===== config.mk =====
export PLATFORM = sky130hd
export DESIGN_NAME = integer_to_ascii_formatter_core_flat
export DESIGN_NICKNAME = d
export VERILOG_FILES = /design/src/rtl/itoa_fmt_pkg.sv /design/src/rtl/itoa_fmt_if.sv /design/src/rtl/integer_to_ascii_formatter_core.sv /design/src/rtl/itoa_fmt_digits.sv /design/src/flat_wrapper.sv
export SDC_FILE = /design/constraint.sdc
export NUM_CORES = 1
export LEC_CHECK = 0
export BUFFER_PORTS_ARGS = -buffer_cell sky130_fd_sc_hd__buf_2
export CAP_MARGIN = 10
export CELL_PAD_IN_SITES_DETAIL_PLACEMENT = 2
export CELL_PAD_IN_SITES_GLOBAL_PLACEMENT = 2
export CORE_UTILIZATION = 43
export CTS_BUF_LIST = sky130_fd_sc_hd__clkbuf_2 sky130_fd_sc_hd__clkbuf_4 sky130_fd_sc_hd__clkbuf_8
export DETAILED_ROUTE_END_ITERATION = 6
export PLACE_DENSITY = 0.95
export SETUP_SLACK_MARGIN = 0.4
export SLEW_MARGIN = 20
export SYNTH_ARGS = -nofsm -noshare
export SYNTH_HDL_FRONTEND = slang
export SYNTH_SLANG_ARGS = --single-unit
export TNS_END_PERCENT = 20

===== constraint.sdc =====
create_clock -name clk -period 9.6 [get_ports clk]
set_input_delay 1.92 -clock clk [delete_from_list [all_inputs] [get_ports clk]]
set_output_delay 1.92 -clock clk [all_outputs]
set_load 0.005 [all_outputs]

===== src/rtl/itoa_fmt_pkg.sv =====
// ----------------------------------------------------------------------------
// itoa_fmt_pkg
// Types, codes and character constants shared by the integer to ASCII
// formatter files.
// ----------------------------------------------------------------------------
`default_nettype none

package itoa_fmt_pkg;

  localparam int unsigned FUNC_W  = 2;
  localparam int unsigned VALUE_W = 32;
  localparam int unsigned PAD_W   = 6;
  localparam int unsigned CH_W    = 7;

  // ten bcd digits cover the full 32-bit range
  localparam int unsigned BCD_DIGITS = 10;
  localparam int unsigned DIG_W      = 4 * BCD_DIGITS;
  localparam int unsigned HEX_DIGITS = VALUE_W / 4;
  localparam int unsigned NDIG_W     = 4;

  typedef logic [FUNC_W-1:0]  func_t;
  typedef logic [VALUE_W-1:0] value_t;
  typedef logic [PAD_W-1:0]   pad_t;
  typedef logic [CH_W-1:0]    ch_t;
  typedef logic [NDIG_W-1:0]  ndig_t;

  localparam func_t FUNC_HEX  = 2'd0;
  localparam func_t FUNC_UDEC = 2'd1;
  localparam func_t FUNC_SDEC = 2'd2;
  localparam func_t FUNC_NONE = 2'd3;

  localparam ch_t CH_ZERO  = 7'h30;
  localparam ch_t CH_UPA   = 7'h41;
  localparam ch_t CH_MINUS = 7'h2d;
  localparam ch_t CH_SPACE = 7'h20;
  localparam ch_t CH_X     = 7'h78;

  localparam logic [3:0] HEX_TEN = 4'ha;

  // command word from the sequencer to the digit unit
  typedef struct packed {
    logic load_hex;
    logic load_dec;
    logic dabble;
    logic shift;
  } dig_cmd_t;

  function automatic ch_t digit_char(input logic [3:0] d);
    ch_t c;
    if (d < HEX_TEN) begin
      c = CH_ZERO + {3'b000, d};
    end else begin
      c = CH_UPA + {3'b000, d - HEX_TEN};
    end
    return c;
  endfunction

endpackage

`default_nettype wire


===== src/rtl/itoa_fmt_if.sv =====
// ----------------------------------------------------------------------------
// itoa_fmt interfaces
// Valid/ready channels for the formatter: operand items in, characters out.
// ----------------------------------------------------------------------------
`default_nettype none

interface itoa_fmt_in_if;
  logic                  valid;
  logic                  ready;
  itoa_fmt_pkg::func_t   func;
  itoa_fmt_pkg::value_t  value;
  itoa_fmt_pkg::pad_t    pad_width;
  logic                  prefix;

  modport source (output valid, func, value, pad_width, prefix, input ready);
  modport sink   (input valid, func, value, pad_width, prefix, output ready);
endinterface

interface itoa_fmt_out_if;
  logic               valid;
  logic               ready;
  itoa_fmt_pkg::ch_t  ch;
  logic               last;

  modport source (output valid, ch, last, input ready);
  modport sink   (input valid, ch, last, output ready);
endinterface

`default_nettype wire


===== src/rtl/integer_to_ascii_formatter_core.sv =====
// ----------------------------------------------------------------------------
// integer_to_ascii_formatter_core
// Turns a 32-bit value into upper-case hex or decimal ASCII text, one
// character per transfer, with optional 0x prefix and trailing space padding.
// ----------------------------------------------------------------------------
//  channel  dir  payload                          handshake
//  item     in   func, value, pad_width, prefix   valid/ready
//  text     out  ch, last                         valid/ready
//
//  hex: accept, then trim (drop leading zeros, keeping at least one digit,
//    then fix the length), then emit the characters
//  decimal: accept, then double dabble on the digit unit over every value
//    bit, then trim as for hex, then emit the characters (at most PAD_MAX
//    characters, 60 by default)
//  item.ready is high only between items; func 3 is taken and yields nothing
//  a stalled text transfer holds the sequencer; reset is synchronous
// ----------------------------------------------------------------------------
`default_nettype none

module integer_to_ascii_formatter_core #(
  parameter int unsigned PAD_MAX = 60
) (
  input  wire             clk,
  input  wire             rst,
  itoa_fmt_in_if.sink     item,
  itoa_fmt_out_if.source  text
);

  localparam logic [2:0] S_IDLE   = 3'd0;
  localparam logic [2:0] S_DABBLE = 3'd1;
  localparam logic [2:0] S_TRIM   = 3'd2;
  localparam logic [2:0] S_EMIT   = 3'd3;

  localparam itoa_fmt_pkg::pad_t PAD_W_MAX = itoa_fmt_pkg::PAD_W'(PAD_MAX);

  logic [2:0]               state;
  logic                     is_hex;
  logic                     neg;
  logic                     pre;
  itoa_fmt_pkg::pad_t       pad;
  itoa_fmt_pkg::ndig_t      ndig;
  logic [4:0]               step;
  itoa_fmt_pkg::pad_t       idx;
  itoa_fmt_pkg::pad_t       total;
  logic [1:0]               lead;

  logic                     out_valid;
  itoa_fmt_pkg::ch_t        out_ch;
  logic                     out_last;

  itoa_fmt_pkg::dig_cmd_t   cmd;
  itoa_fmt_pkg::value_t     load_val;
  logic [3:0]               top;

  itoa_fmt_pkg::pad_t       pad_sat;
  itoa_fmt_pkg::pad_t       pad_hex;
  itoa_fmt_pkg::pad_t       ndig_ext;
  itoa_fmt_pkg::pad_t       total_next;
  logic [1:0]               lead_next;
  logic                     in_fire;
  logic                     emit_go;
  logic                     trim_more;
  itoa_fmt_pkg::ch_t        emit_ch;
  logic                     emit_digit;

  assign in_fire   = item.valid && item.ready;
  assign item.ready = (state == S_IDLE);
  assign emit_go   = (state == S_EMIT) && (!out_valid || text.ready);
  assign trim_more = (top == 4'h0) && (ndig > 4'd1);

  assign pad_sat = (item.pad_width > PAD_W_MAX) ? PAD_W_MAX : item.pad_width;

  // field length once leading zeros are gone
  always_comb begin
    ndig_ext = {2'b00, ndig};
    pad_hex  = (pre && pad >= 6'd2) ? pad - 6'd2 : pad;
    if (is_hex) begin
      total_next = ((ndig_ext > pad_hex) ? ndig_ext : pad_hex) + (pre ? 6'd2 : 6'd0);
      lead_next  = {pre, 1'b0};
    end else begin
      total_next = (pad == '0) ? ndig_ext + {5'd0, neg} : pad;
      lead_next  = {1'b0, neg};
    end
  end

  // character picked at the current position
  always_comb begin
    emit_digit = 1'b0;
    if ({4'd0, lead} > idx) begin
      if (is_hex) begin
        emit_ch = idx[0] ? itoa_fmt_pkg::CH_X : itoa_fmt_pkg::CH_ZERO;
      end else begin
        emit_ch = itoa_fmt_pkg::CH_MINUS;
      end
    end else if (ndig != '0) begin
      emit_ch    = itoa_fmt_pkg::digit_char(top);
      emit_digit = 1'b1;
    end else begin
      emit_ch = itoa_fmt_pkg::CH_SPACE;
    end
  end

  always_comb begin
    cmd      = '0;
    load_val = item.value;
    case (state)
      S_IDLE: begin
        if (in_fire) begin
          case (item.func)
            itoa_fmt_pkg::FUNC_HEX:  cmd.load_hex = 1'b1;
            itoa_fmt_pkg::FUNC_UDEC: cmd.load_dec = 1'b1;
            itoa_fmt_pkg::FUNC_SDEC: begin
              cmd.load_dec = 1'b1;
              if (item.value[31]) begin
                load_val = 32'd0 - item.value;
              end
            end
            default: ;
          endcase
        end
      end
      S_DABBLE: cmd.dabble = 1'b1;
      S_TRIM:   cmd.shift  = trim_more;
      S_EMIT:   cmd.shift  = emit_go && emit_digit;
      default: ;
    endcase
  end

  itoa_fmt_digits u_digits (
    .clk   (clk),
    .cmd   (cmd),
    .value (load_val),
    .top   (top)
  );

  always_ff @(posedge clk) begin
    if (rst) begin
      state     <= S_IDLE;
      out_valid <= 1'b0;
    end else begin
      if (emit_go) begin
        out_valid <= 1'b1;
      end else if (text.ready) begin
        out_valid <= 1'b0;
      end
      case (state)
        S_IDLE: begin
          if (in_fire) begin
            pad  <= pad_sat;
            pre  <= item.prefix;
            step <= '0;
            case (item.func)
              itoa_fmt_pkg::FUNC_HEX: begin
                is_hex <= 1'b1;
                neg    <= 1'b0;
                ndig   <= itoa_fmt_pkg::NDIG_W'(itoa_fmt_pkg::HEX_DIGITS);
                state  <= S_TRIM;
              end
              itoa_fmt_pkg::FUNC_UDEC, itoa_fmt_pkg::FUNC_SDEC: begin
                is_hex <= 1'b0;
                neg    <= (item.func == itoa_fmt_pkg::FUNC_SDEC) && item.value[31];
                ndig   <= itoa_fmt_pkg::NDIG_W'(itoa_fmt_pkg::BCD_DIGITS);
                state  <= S_DABBLE;
              end
              default: state <= S_IDLE;
            endcase
          end
        end
        S_DABBLE: begin
          step <= step + 5'd1;
          if (step == 5'd31) begin
            state <= S_TRIM;
          end
        end
        S_TRIM: begin
          if (trim_more) begin
            ndig <= ndig - 4'd1;
          end else begin
            total <= total_next;
            lead  <= lead_next;
            idx   <= '0;
            state <= S_EMIT;
          end
        end
        S_EMIT: begin
          if (emit_go) begin
            out_ch    <= emit_ch;
            out_last  <= (idx == total - 6'd1);
            idx       <= idx + 6'd1;
            if (emit_digit) begin
              ndig <= ndig - 4'd1;
            end
            if (idx == total - 6'd1) begin
              state <= S_IDLE;
            end
          end
        end
        default: state <= S_IDLE;
      endcase
    end
  end

  assign text.valid = out_valid;
  assign text.ch    = out_ch;
  assign text.last  = out_last;

endmodule

`default_nettype wire


===== src/rtl/itoa_fmt_digits.sv =====
// ----------------------------------------------------------------------------
// itoa_fmt_digits
// Digit register with one shared shift/add-3 unit: loads hex nibbles or a binary
// value, runs double dabble one bit per cycle, and shifts digits out from the top.
// ----------------------------------------------------------------------------
`default_nettype none

module itoa_fmt_digits (
  input  wire                        clk,
  input  wire itoa_fmt_pkg::dig_cmd_t cmd,
  input  wire itoa_fmt_pkg::value_t  value,
  output logic [3:0]                 top
);

  logic [itoa_fmt_pkg::DIG_W-1:0]   dig;
  logic [itoa_fmt_pkg::VALUE_W-1:0] bin;
  logic [itoa_fmt_pkg::DIG_W-1:0]   corr;

  // add 3 to every bcd digit that is 5 or more before the shift
  always_comb begin
    for (int i = 0; i < itoa_fmt_pkg::BCD_DIGITS; i++) begin
      if (dig[4*i +: 4] >= 4'd5) begin
        corr[4*i +: 4] = dig[4*i +: 4] + 4'd3;
      end else begin
        corr[4*i +: 4] = dig[4*i +: 4];
      end
    end
  end

  always_ff @(posedge clk) begin
    if (cmd.load_hex) begin
      dig <= {value, {(itoa_fmt_pkg::DIG_W - itoa_fmt_pkg::VALUE_W){1'b0}}};
    end else if (cmd.load_dec) begin
      dig <= '0;
      bin <= value;
    end else if (cmd.dabble) begin
      {dig, bin} <= {corr[itoa_fmt_pkg::DIG_W-2:0], bin, 1'b0};
    end else if (cmd.shift) begin
      dig <= {dig[itoa_fmt_pkg::DIG_W-5:0], 4'h0};
    end
  end

  assign top = dig[itoa_fmt_pkg::DIG_W-1 -: 4];

endmodule

`default_nettype wire


===== src/flat_wrapper.sv =====
// flat-port wrapper written by rule: the top's interface ports become plain ports
module integer_to_ascii_formatter_core_flat 
#(
  parameter int unsigned PAD_MAX = 60
)
  (clk, rst, item_valid, item_func, item_value, item_pad_width, item_prefix, item_ready, text_valid, text_ch, text_last, text_ready);
  itoa_fmt_in_if item_i ();
  itoa_fmt_out_if text_i ();
  input  wire clk;
  input  wire rst;
  input wire logic [$bits(item_i.valid)-1:0] item_valid;
  input wire logic [$bits(item_i.func)-1:0] item_func;
  input wire logic [$bits(item_i.value)-1:0] item_value;
  input wire logic [$bits(item_i.pad_width)-1:0] item_pad_width;
  input wire logic [$bits(item_i.prefix)-1:0] item_prefix;
  output wire logic [$bits(item_i.ready)-1:0] item_ready;
  output wire logic [$bits(text_i.valid)-1:0] text_valid;
  output wire logic [$bits(text_i.ch)-1:0] text_ch;
  output wire logic [$bits(text_i.last)-1:0] text_last;
  input wire logic [$bits(text_i.ready)-1:0] text_ready;
  assign item_i.valid = item_valid;
  assign item_i.func = item_func;
  assign item_i.value = item_value;
  assign item_i.pad_width = item_pad_width;
  assign item_i.prefix = item_prefix;
  assign item_ready = item_i.ready;
  assign text_valid = text_i.valid;
  assign text_ch = text_i.ch;
  assign text_last = text_i.last;
  assign text_i.ready = text_ready;
  integer_to_ascii_formatter_core #(.PAD_MAX(PAD_MAX)) u_core (.clk(clk), .rst(rst), .item(item_i), .text(text_i));
endmodule

Word level (Yosys, flattened, before mapping)
Index checks and enable logic that the tools add are counted.

Register bits after elaboration: 116. Bits of input ports: 45. Output and inout port bits: 10. Word-level logic and storage cells: 164.

Add/subtract/negate cells: 21. Order comparisons: 16. Eq/ne operators: 15. Mux-type cells: 60. Bitwise gates (word level): 3. Reduce and logical (&&, ||, !) cells: 32.

Operator list (number): $mux W32 (6); $mux W40 (4); $mux W4 (13); $ge A4 B3 Y1 const B (10); $add A4 B2 Y4 const B (9); $mux W6 (6); $mux W7 (5); $sub A1 B32 Y32 const A (1); $mux W3 (6); $pmux W3 S4 (1); $pmux W4 S3 (1); $pmux W6 S2 (1); $reduce_and A3 Y1 (4); $reduce_bool A2 Y1 (6); $pmux W5 S2 (1); $ne A2 B1 Y1 const B (4); $pmux W4 S2 (1); $reduce_and A4 Y1 (2); $reduce_bool A4 Y1 (2); $add A6 B4 Y7 const A (1); $add A7 B4 Y7 const A (1); $mux W1 (7); $reduce_and A7 Y1 (1); $add A6 B1 Y6 const B (1); other kinds (38) (53).

Depth between registers and ports, before layout
Word-level depth: 9. Mapped depth: 17. Mapped depth without buffers: 16.

Cells and area by module
From an unflattened synthesis, not the netlist that was laid out.

Cell total of the unflattened synthesis: 765. Area, all modules: 7703.6 µm².

Modules (own cells, without submodules): itoa_fmt_digits (instances 1, cells each 371, area each 4142.7 µm², sequential area each 2082.0 µm²); integer_to_ascii_formatter_core (instances 1, cells each 394, area each 3560.9 µm², sequential area each 1261.2 µm²).

Least setup slack after synthesis
Ideal clock, no wire load.

Kind: input-to-reg. Start point: input port item_func[0]. End point: register u_core.u_digits.bin[0] (netlist bit), enable pin. Library setup time: 0.470 ns. Arrival time: 4.952 ns. Data required time: 9.130 ns. Setup slack: 4.178 ns. Stages on the path: 5. Path buffers: 1. Cells stage by stage: inv_1 -> ha_1 -> nand3_1 -> clkbuf_1 -> a21boi_0.

Longest elaborated chain between the ends: 7. Elaborated cells between the ends (all ways): 11. Those cells by class: 2 x eq/ne; 4 x mux; 1 x bitwise; 4 x reduce/logical.

RTL lines: from (decl) (RTL line flat_wrapper.sv:12) `input wire logic [$bits(item_i.func)-1:0] item_func;`; $eq A2 B1 Y1 or $eq A2 B2 Y1 (tied branches) (RTL line integer_to_ascii_formatter_core.sv:109) `case (item.func)`; $reduce_or A2 Y1 (no source line); $mux W1 (RTL line integer_to_ascii_formatter_core.sv:109); $mux W2 * (RTL line integer_to_ascii_formatter_core.sv:108) `if (in_fire) begin`; $mux W2 * (RTL line integer_to_ascii_formatter_core.sv:106) `case (state)`; $reduce_bool A2 Y1 (no source line); $reduce_and A2 Y1 (no source line) *; to (signal assigned) (RTL line itoa_fmt_digits.sv:35) `bin <= value;`; to (signal assigned) (RTL line itoa_fmt_digits.sv:37) `{dig, bin} <= {corr[itoa_fmt_pkg::DIG_W-2:0], bin, 1'b0};`; to (decl) (RTL line itoa_fmt_digits.sv:16) `logic [itoa_fmt_pkg::VALUE_W-1:0] bin;`.

Every way passes the cells marked *; elsewhere a longest branch is shown, timed or not. A chain may end at the register's enable or synchronous reset.

Final worst setup path
Start point: input port text_ready. End point: register u_core.u_digits.dig[9] (netlist bit), enable pin.

Longest elaborated chain between the ends: 5.

RTL lines: from (decl) (RTL line flat_wrapper.sv:20) `input wire logic [$bits(text_i.ready)-1:0] text_ready;`; $logic_or A1 B1 Y1 (RTL line integer_to_ascii_formatter_core.sv:68) `assign emit_go = (state == S_EMIT) && (!out_valid || text.ready);`; $logic_and A1 B1 Y1 (RTL line integer_to_ascii_formatter_core.sv:68); $logic_and A1 B1 Y1 (RTL line integer_to_ascii_formatter_core.sv:124) `S_EMIT: cmd.shift = emit_go && emit_digit;`; $pmux W1 S2 (RTL line integer_to_ascii_formatter_core.sv:106); $reduce_bool A4 Y1 (no source line); to (signal assigned) (RTL line itoa_fmt_digits.sv:32) `dig <= {value, {(itoa_fmt_pkg::DIG_W - itoa_fmt_pkg::VALUE_W){1'b0}}};`; to (signal assigned) (RTL line itoa_fmt_digits.sv:37); to (signal assigned) (RTL line itoa_fmt_digits.sv:39) `dig <= {dig[itoa_fmt_pkg::DIG_W-5:0], 4'h0};`; to (decl) (RTL line itoa_fmt_digits.sv:15) `logic [itoa_fmt_pkg::DIG_W-1:0] dig;`.

No other way between the ends.

==> run summary <==
The total chip power came out at 2610 uW. The post-CTS clock slew at the launch and capture registers of the worst setup and hold paths came out at roughly 0.080 ns. CTS built an H-tree with a depth of 4. The cell count after synthesis is 816. The sequential share of power is 38.2%. Setup repair after global routing left no endpoint under its margin. The number of detailed-routing iterations run before antenna repair is 5. The half-perimeter wire length after detailed placement is between 15000 and 20000 um.

The top-level port count is 55. The number of flip-flops and latches in the synthesized netlist is 115. The CTS buffer count is 17.

The initial antenna violation count came out at 0. The wire length of the first global-routing pass is 43200 um. The library cell used most frequently in the layout, excluding fill and tap cells, is sky130_fd_sc_hd__edfxtp_1. The maximum clock frequency is 223 MHz.

The total setup buffers inserted after CTS came out at 0. The number of cells on the worst hold path is 2. Each instance of the synthesized netlist takes up on average 9.38 um2. The number of clock sinks came out at 115.

The worst register-to-register path ends at u_core.total[5]. In this run the critical register-to-register path is launched from u_core.pad[1]. The synthesized netlist net count is between 900 and 1000. The die is 135 um tall. Routability-driven placement finished with a final weighted congestion of 0.806.

The library cells used most frequently in the layout, excluding fill and tap cells, are 104 x sky130_fd_sc_hd__edfxtp_1, 85 x sky130_fd_sc_hd__nand2_1, 84 x sky130_fd_sc_hd__o21ai_0. The via count of the first global-routing pass was 7547. The combinational cell fraction of total power is 44.0%. The number of pins with negative max-slew slack in the final report is 0.

The clock insertion delay at the later pin of the skew report came out at 0.47 ns. The row count is 48. Setup violations remaining at the end of the flow were counted as 0. The min-delay analysis places its worst path in the category reg2reg. The number of flops mapped to enable cells by yosys came out at 104. TritonCTS built the clock tree. The area of the placeable core is 17400 um2. The final design utilization is 49.2%. Among all flip-flop cells after synthesis, the most frequent one is sky130_fd_sc_hd__edfxtp_1. STA classifies the critical path startpoint as a primary input.

The post-synthesis instance area is 7650 um2. The internal power contribution came out at 1420 uW. The flow ran to the end, and the final reports show no timing, DRC or antenna violations. The antenna diode count came out at 0.

The largest fanout on the critical path is 18. Across all register-to-register paths, the minimum setup slack is between 5 and 6 ns. The effective utilization at floorplan is between 40% and 50%. The static leakage power came out at 0.00326 uW. The ratio of cells with drive above 1 in the final layout is 13.0%.

The largest vdd supply drop came out at 139 uV. Of the post-synthesis cell area, the dominant cell type holds 40.8%. For this run, design rule violations remaining after detail routing come to 0.

The worst register-to-register path has a depth of 15. The final critical path takes up 46.8% of the cycle. The worst hold path endpoint is u_core.u_digits.bin[3].

The total global routing track utilization is 31.8%. The share of total power consumed by net switching came out at 45.4%. The post-detailed-route count of antenna-violating nets came out at 0. The count of routing violations after the opening detailed-route iteration came out at roughly 360. After detailed routing, the average wire length per cell comes to 25.3 um.

The number of different library cells used by synthesis comes to 62. The number of vias in the routed layout came out at 6804. The number of buffers added to fix hold violations after cts came out at 0. The actual transition at the worst max-transition pin came out at 1.04 ns. Port buffering added 54 buffers.

The shortest clock period the worst path allows after layout is 4.49 ns. The sequential area share after synthesis is 43.7%. The total negative setup slack is 0 ns.

Yosys attributes the largest share of cell area to sky130_fd_sc_hd__edfxtp_1 41%, sky130_fd_sc_hd__ha_1 7.7%, sky130_fd_sc_hd__o21ai_0 5.5%, sky130_fd_sc_hd__xnor2_1 4.9%, sky130_fd_sc_hd__nand2_1 4.2%. The relative slew slack is 30.5%. The number of nets in the layout came out at 950.

The startpoint of the lowest-slack hold path is u_core.u_digits.bin[2]. The cell type with the largest total area after synthesis is sky130_fd_sc_hd__edfxtp_1. The total overflow left after global routing is 0. The arrival time at the worst endpoint is 4.63 ns.

The power density of the placed cells came out at between 300 and 400 nW/um2. The tightest hold margin came out at 0.540 ns. The die outline width came out at 135 um. The relative contribution of the clock network to total power came out at 17.7%.

The maximum number of pins on one net before global-route repair is 68. The longest clock path from root to sink contains 2 buffers. Counting flops with an async set or reset pin after synthesis yields a share of 0%. The most critical setup path has its startpoint at text_ready. For this design the total switching power over the nets is 1180 uW. The worst setup path is captured at a flip-flop.

The clock skew came out at 0.0133 ns. The die covers 18300 um2. The final layout contains routed wiring with a total length of approximately 28000 um. During synthesis, Yosys emitted a total of 0 warnings. The ratio of routed vias to standard cells is slightly above 6. The tree is rooted in a sky130_fd_sc_hd__clkbuf_8. Once the clock tree was built, the resizer swapped 0 gates to a different size. The final-report hold violation count came to 0.

The critical path class is in2reg. The synthesis-to-layout area growth came out at 11.5%. Max-cap violations in this run came to 0.

STA puts the critical path data required time at around 9.7 ns.
## worst max path at each step
stage	to	slack (ns)	cells after the start
4_1_cts	u_core.total[5]	5.23	15
3_5_place_dp	u_core.u_digits.dig[12]	4.91	7
3_3_place_gp	u_core.u_digits.dig[10]	5.17	8
6_report	u_core.u_digits.dig[9]	5.11	7
2_1_floorplan	u_core.u_digits.bin[0]	4.18	5
5_1_grt	u_core.total[5]	4.90	15
## cells in the mapped netlist, types with 6 or more instances
| cell | instances |
|---|---|
| sky130_fd_sc_hd__edfxtp_1 | 104 |
| sky130_fd_sc_hd__nand2_1 | 85 |
| sky130_fd_sc_hd__o21ai_0 | 84 |
| sky130_fd_sc_hd__nor2_1 | 65 |
| sky130_fd_sc_hd__a21oi_1 | 58 |
| sky130_fd_sc_hd__ha_1 | 47 |
| sky130_fd_sc_hd__inv_1 | 47 |
| sky130_fd_sc_hd__xnor2_1 | 43 |
| sky130_fd_sc_hd__clkbuf_1 | 37 |
| sky130_fd_sc_hd__o22ai_1 | 31 |
| sky130_fd_sc_hd__mux2i_1 | 18 |
| sky130_fd_sc_hd__nand2b_1 | 17 |
| sky130_fd_sc_hd__nand3_1 | 17 |
| sky130_fd_sc_hd__xor2_1 | 17 |
| sky130_fd_sc_hd__nor2b_1 | 12 |
| sky130_fd_sc_hd__and2_1 | 11 |
| sky130_fd_sc_hd__dfxtp_1 | 11 |
| sky130_fd_sc_hd__nor3_1 | 10 |
| sky130_fd_sc_hd__a31oi_1 | 7 |
| sky130_fd_sc_hd__or3_1 | 7 |
| sky130_fd_sc_hd__nand4_1 | 6 |
| sky130_fd_sc_hd__nor3b_1 | 6 |
## cell type report
class	instances	area, um2
fill	1820	8820
multi-input combinational	614	4000
sequential	115	3340
timing repair buffer	62	350
tap	225	282
clock buffer	17	234
inverter	48	180
clock inverter	15	148
## state kept, by name, summed over array words and instances, names as in the netlist, 2 cells and up
name / cells
u_core.pad: 6
u_core.u_digits.bin: 32
u_core.ndig: 4
u_core.text.ch: 7
u_core.idx: 6
u_core.total: 6
u_core.u_digits.dig: 40
u_core.step: 5
u_core.lead: 2
u_core.state: 2
## per-stage QoR
step | cells | setup slack (ns) | cell area, um2
6_report | 1096 | 5.11 | 8530
5_1_grt | 1096 | 4.90 | 8530
4_1_cts | 1095 | 5.23 | 8500
3_5_place_dp | 1063 | 4.91 | 8120
3_3_place_gp | 1063 | 5.17 | 8120
2_1_floorplan | 816 | 4.18 | 7650
## power by group through the flow
| stage | logic [uW] | clock network (uW) | registers, uW |
|---|---|---|---|
| 4_1_cts | 1130 | 463 | 993 |
| 3_3_place_gp | 954 | 0 | 967 |
| 6_report | 1150 | 463 | 998 |
| 5_1_grt | 1250 | 483 | 1010 |
| 2_1_floorplan | 757 | 0 | 909 |
| 3_5_place_dp | 1070 | 0 | 992 |
## worst max-delay path, stage by stage
cell,delay [ns]
sky130_fd_sc_hd__buf_2,0.08
sky130_fd_sc_hd__nor2b_1,0.07
sky130_fd_sc_hd__nand2b_1,0.19
sky130_fd_sc_hd__o311ai_0,0.79
sky130_fd_sc_hd__o21ai_1,0.43
sky130_fd_sc_hd__nand2_1,0.72
sky130_fd_sc_hd__buf_4,0.42
## routing by layer
layer	vias to the layer above	wire [um]	global-route usage, %
met3	94	1030	5.35
met1	3435	11000	35.6
met2	240	14500	57.4
met4	0	1210	17.2
li1	3035	-	-
met5	-	0	0
## cells by family after synthesis
| kind of cell | share of synthesized area, % |
|---|---|
| fa+ha+maj | 7.69 |
| compound gates | 17.6 |
| buf+inv | 4.30 |
| flops | 43.7 |
| simple gates | 17.2 |
| xor+xnor | 6.87 |
| mux | 2.65 |
No activity file was read; power rests on OpenSTA's default activity.
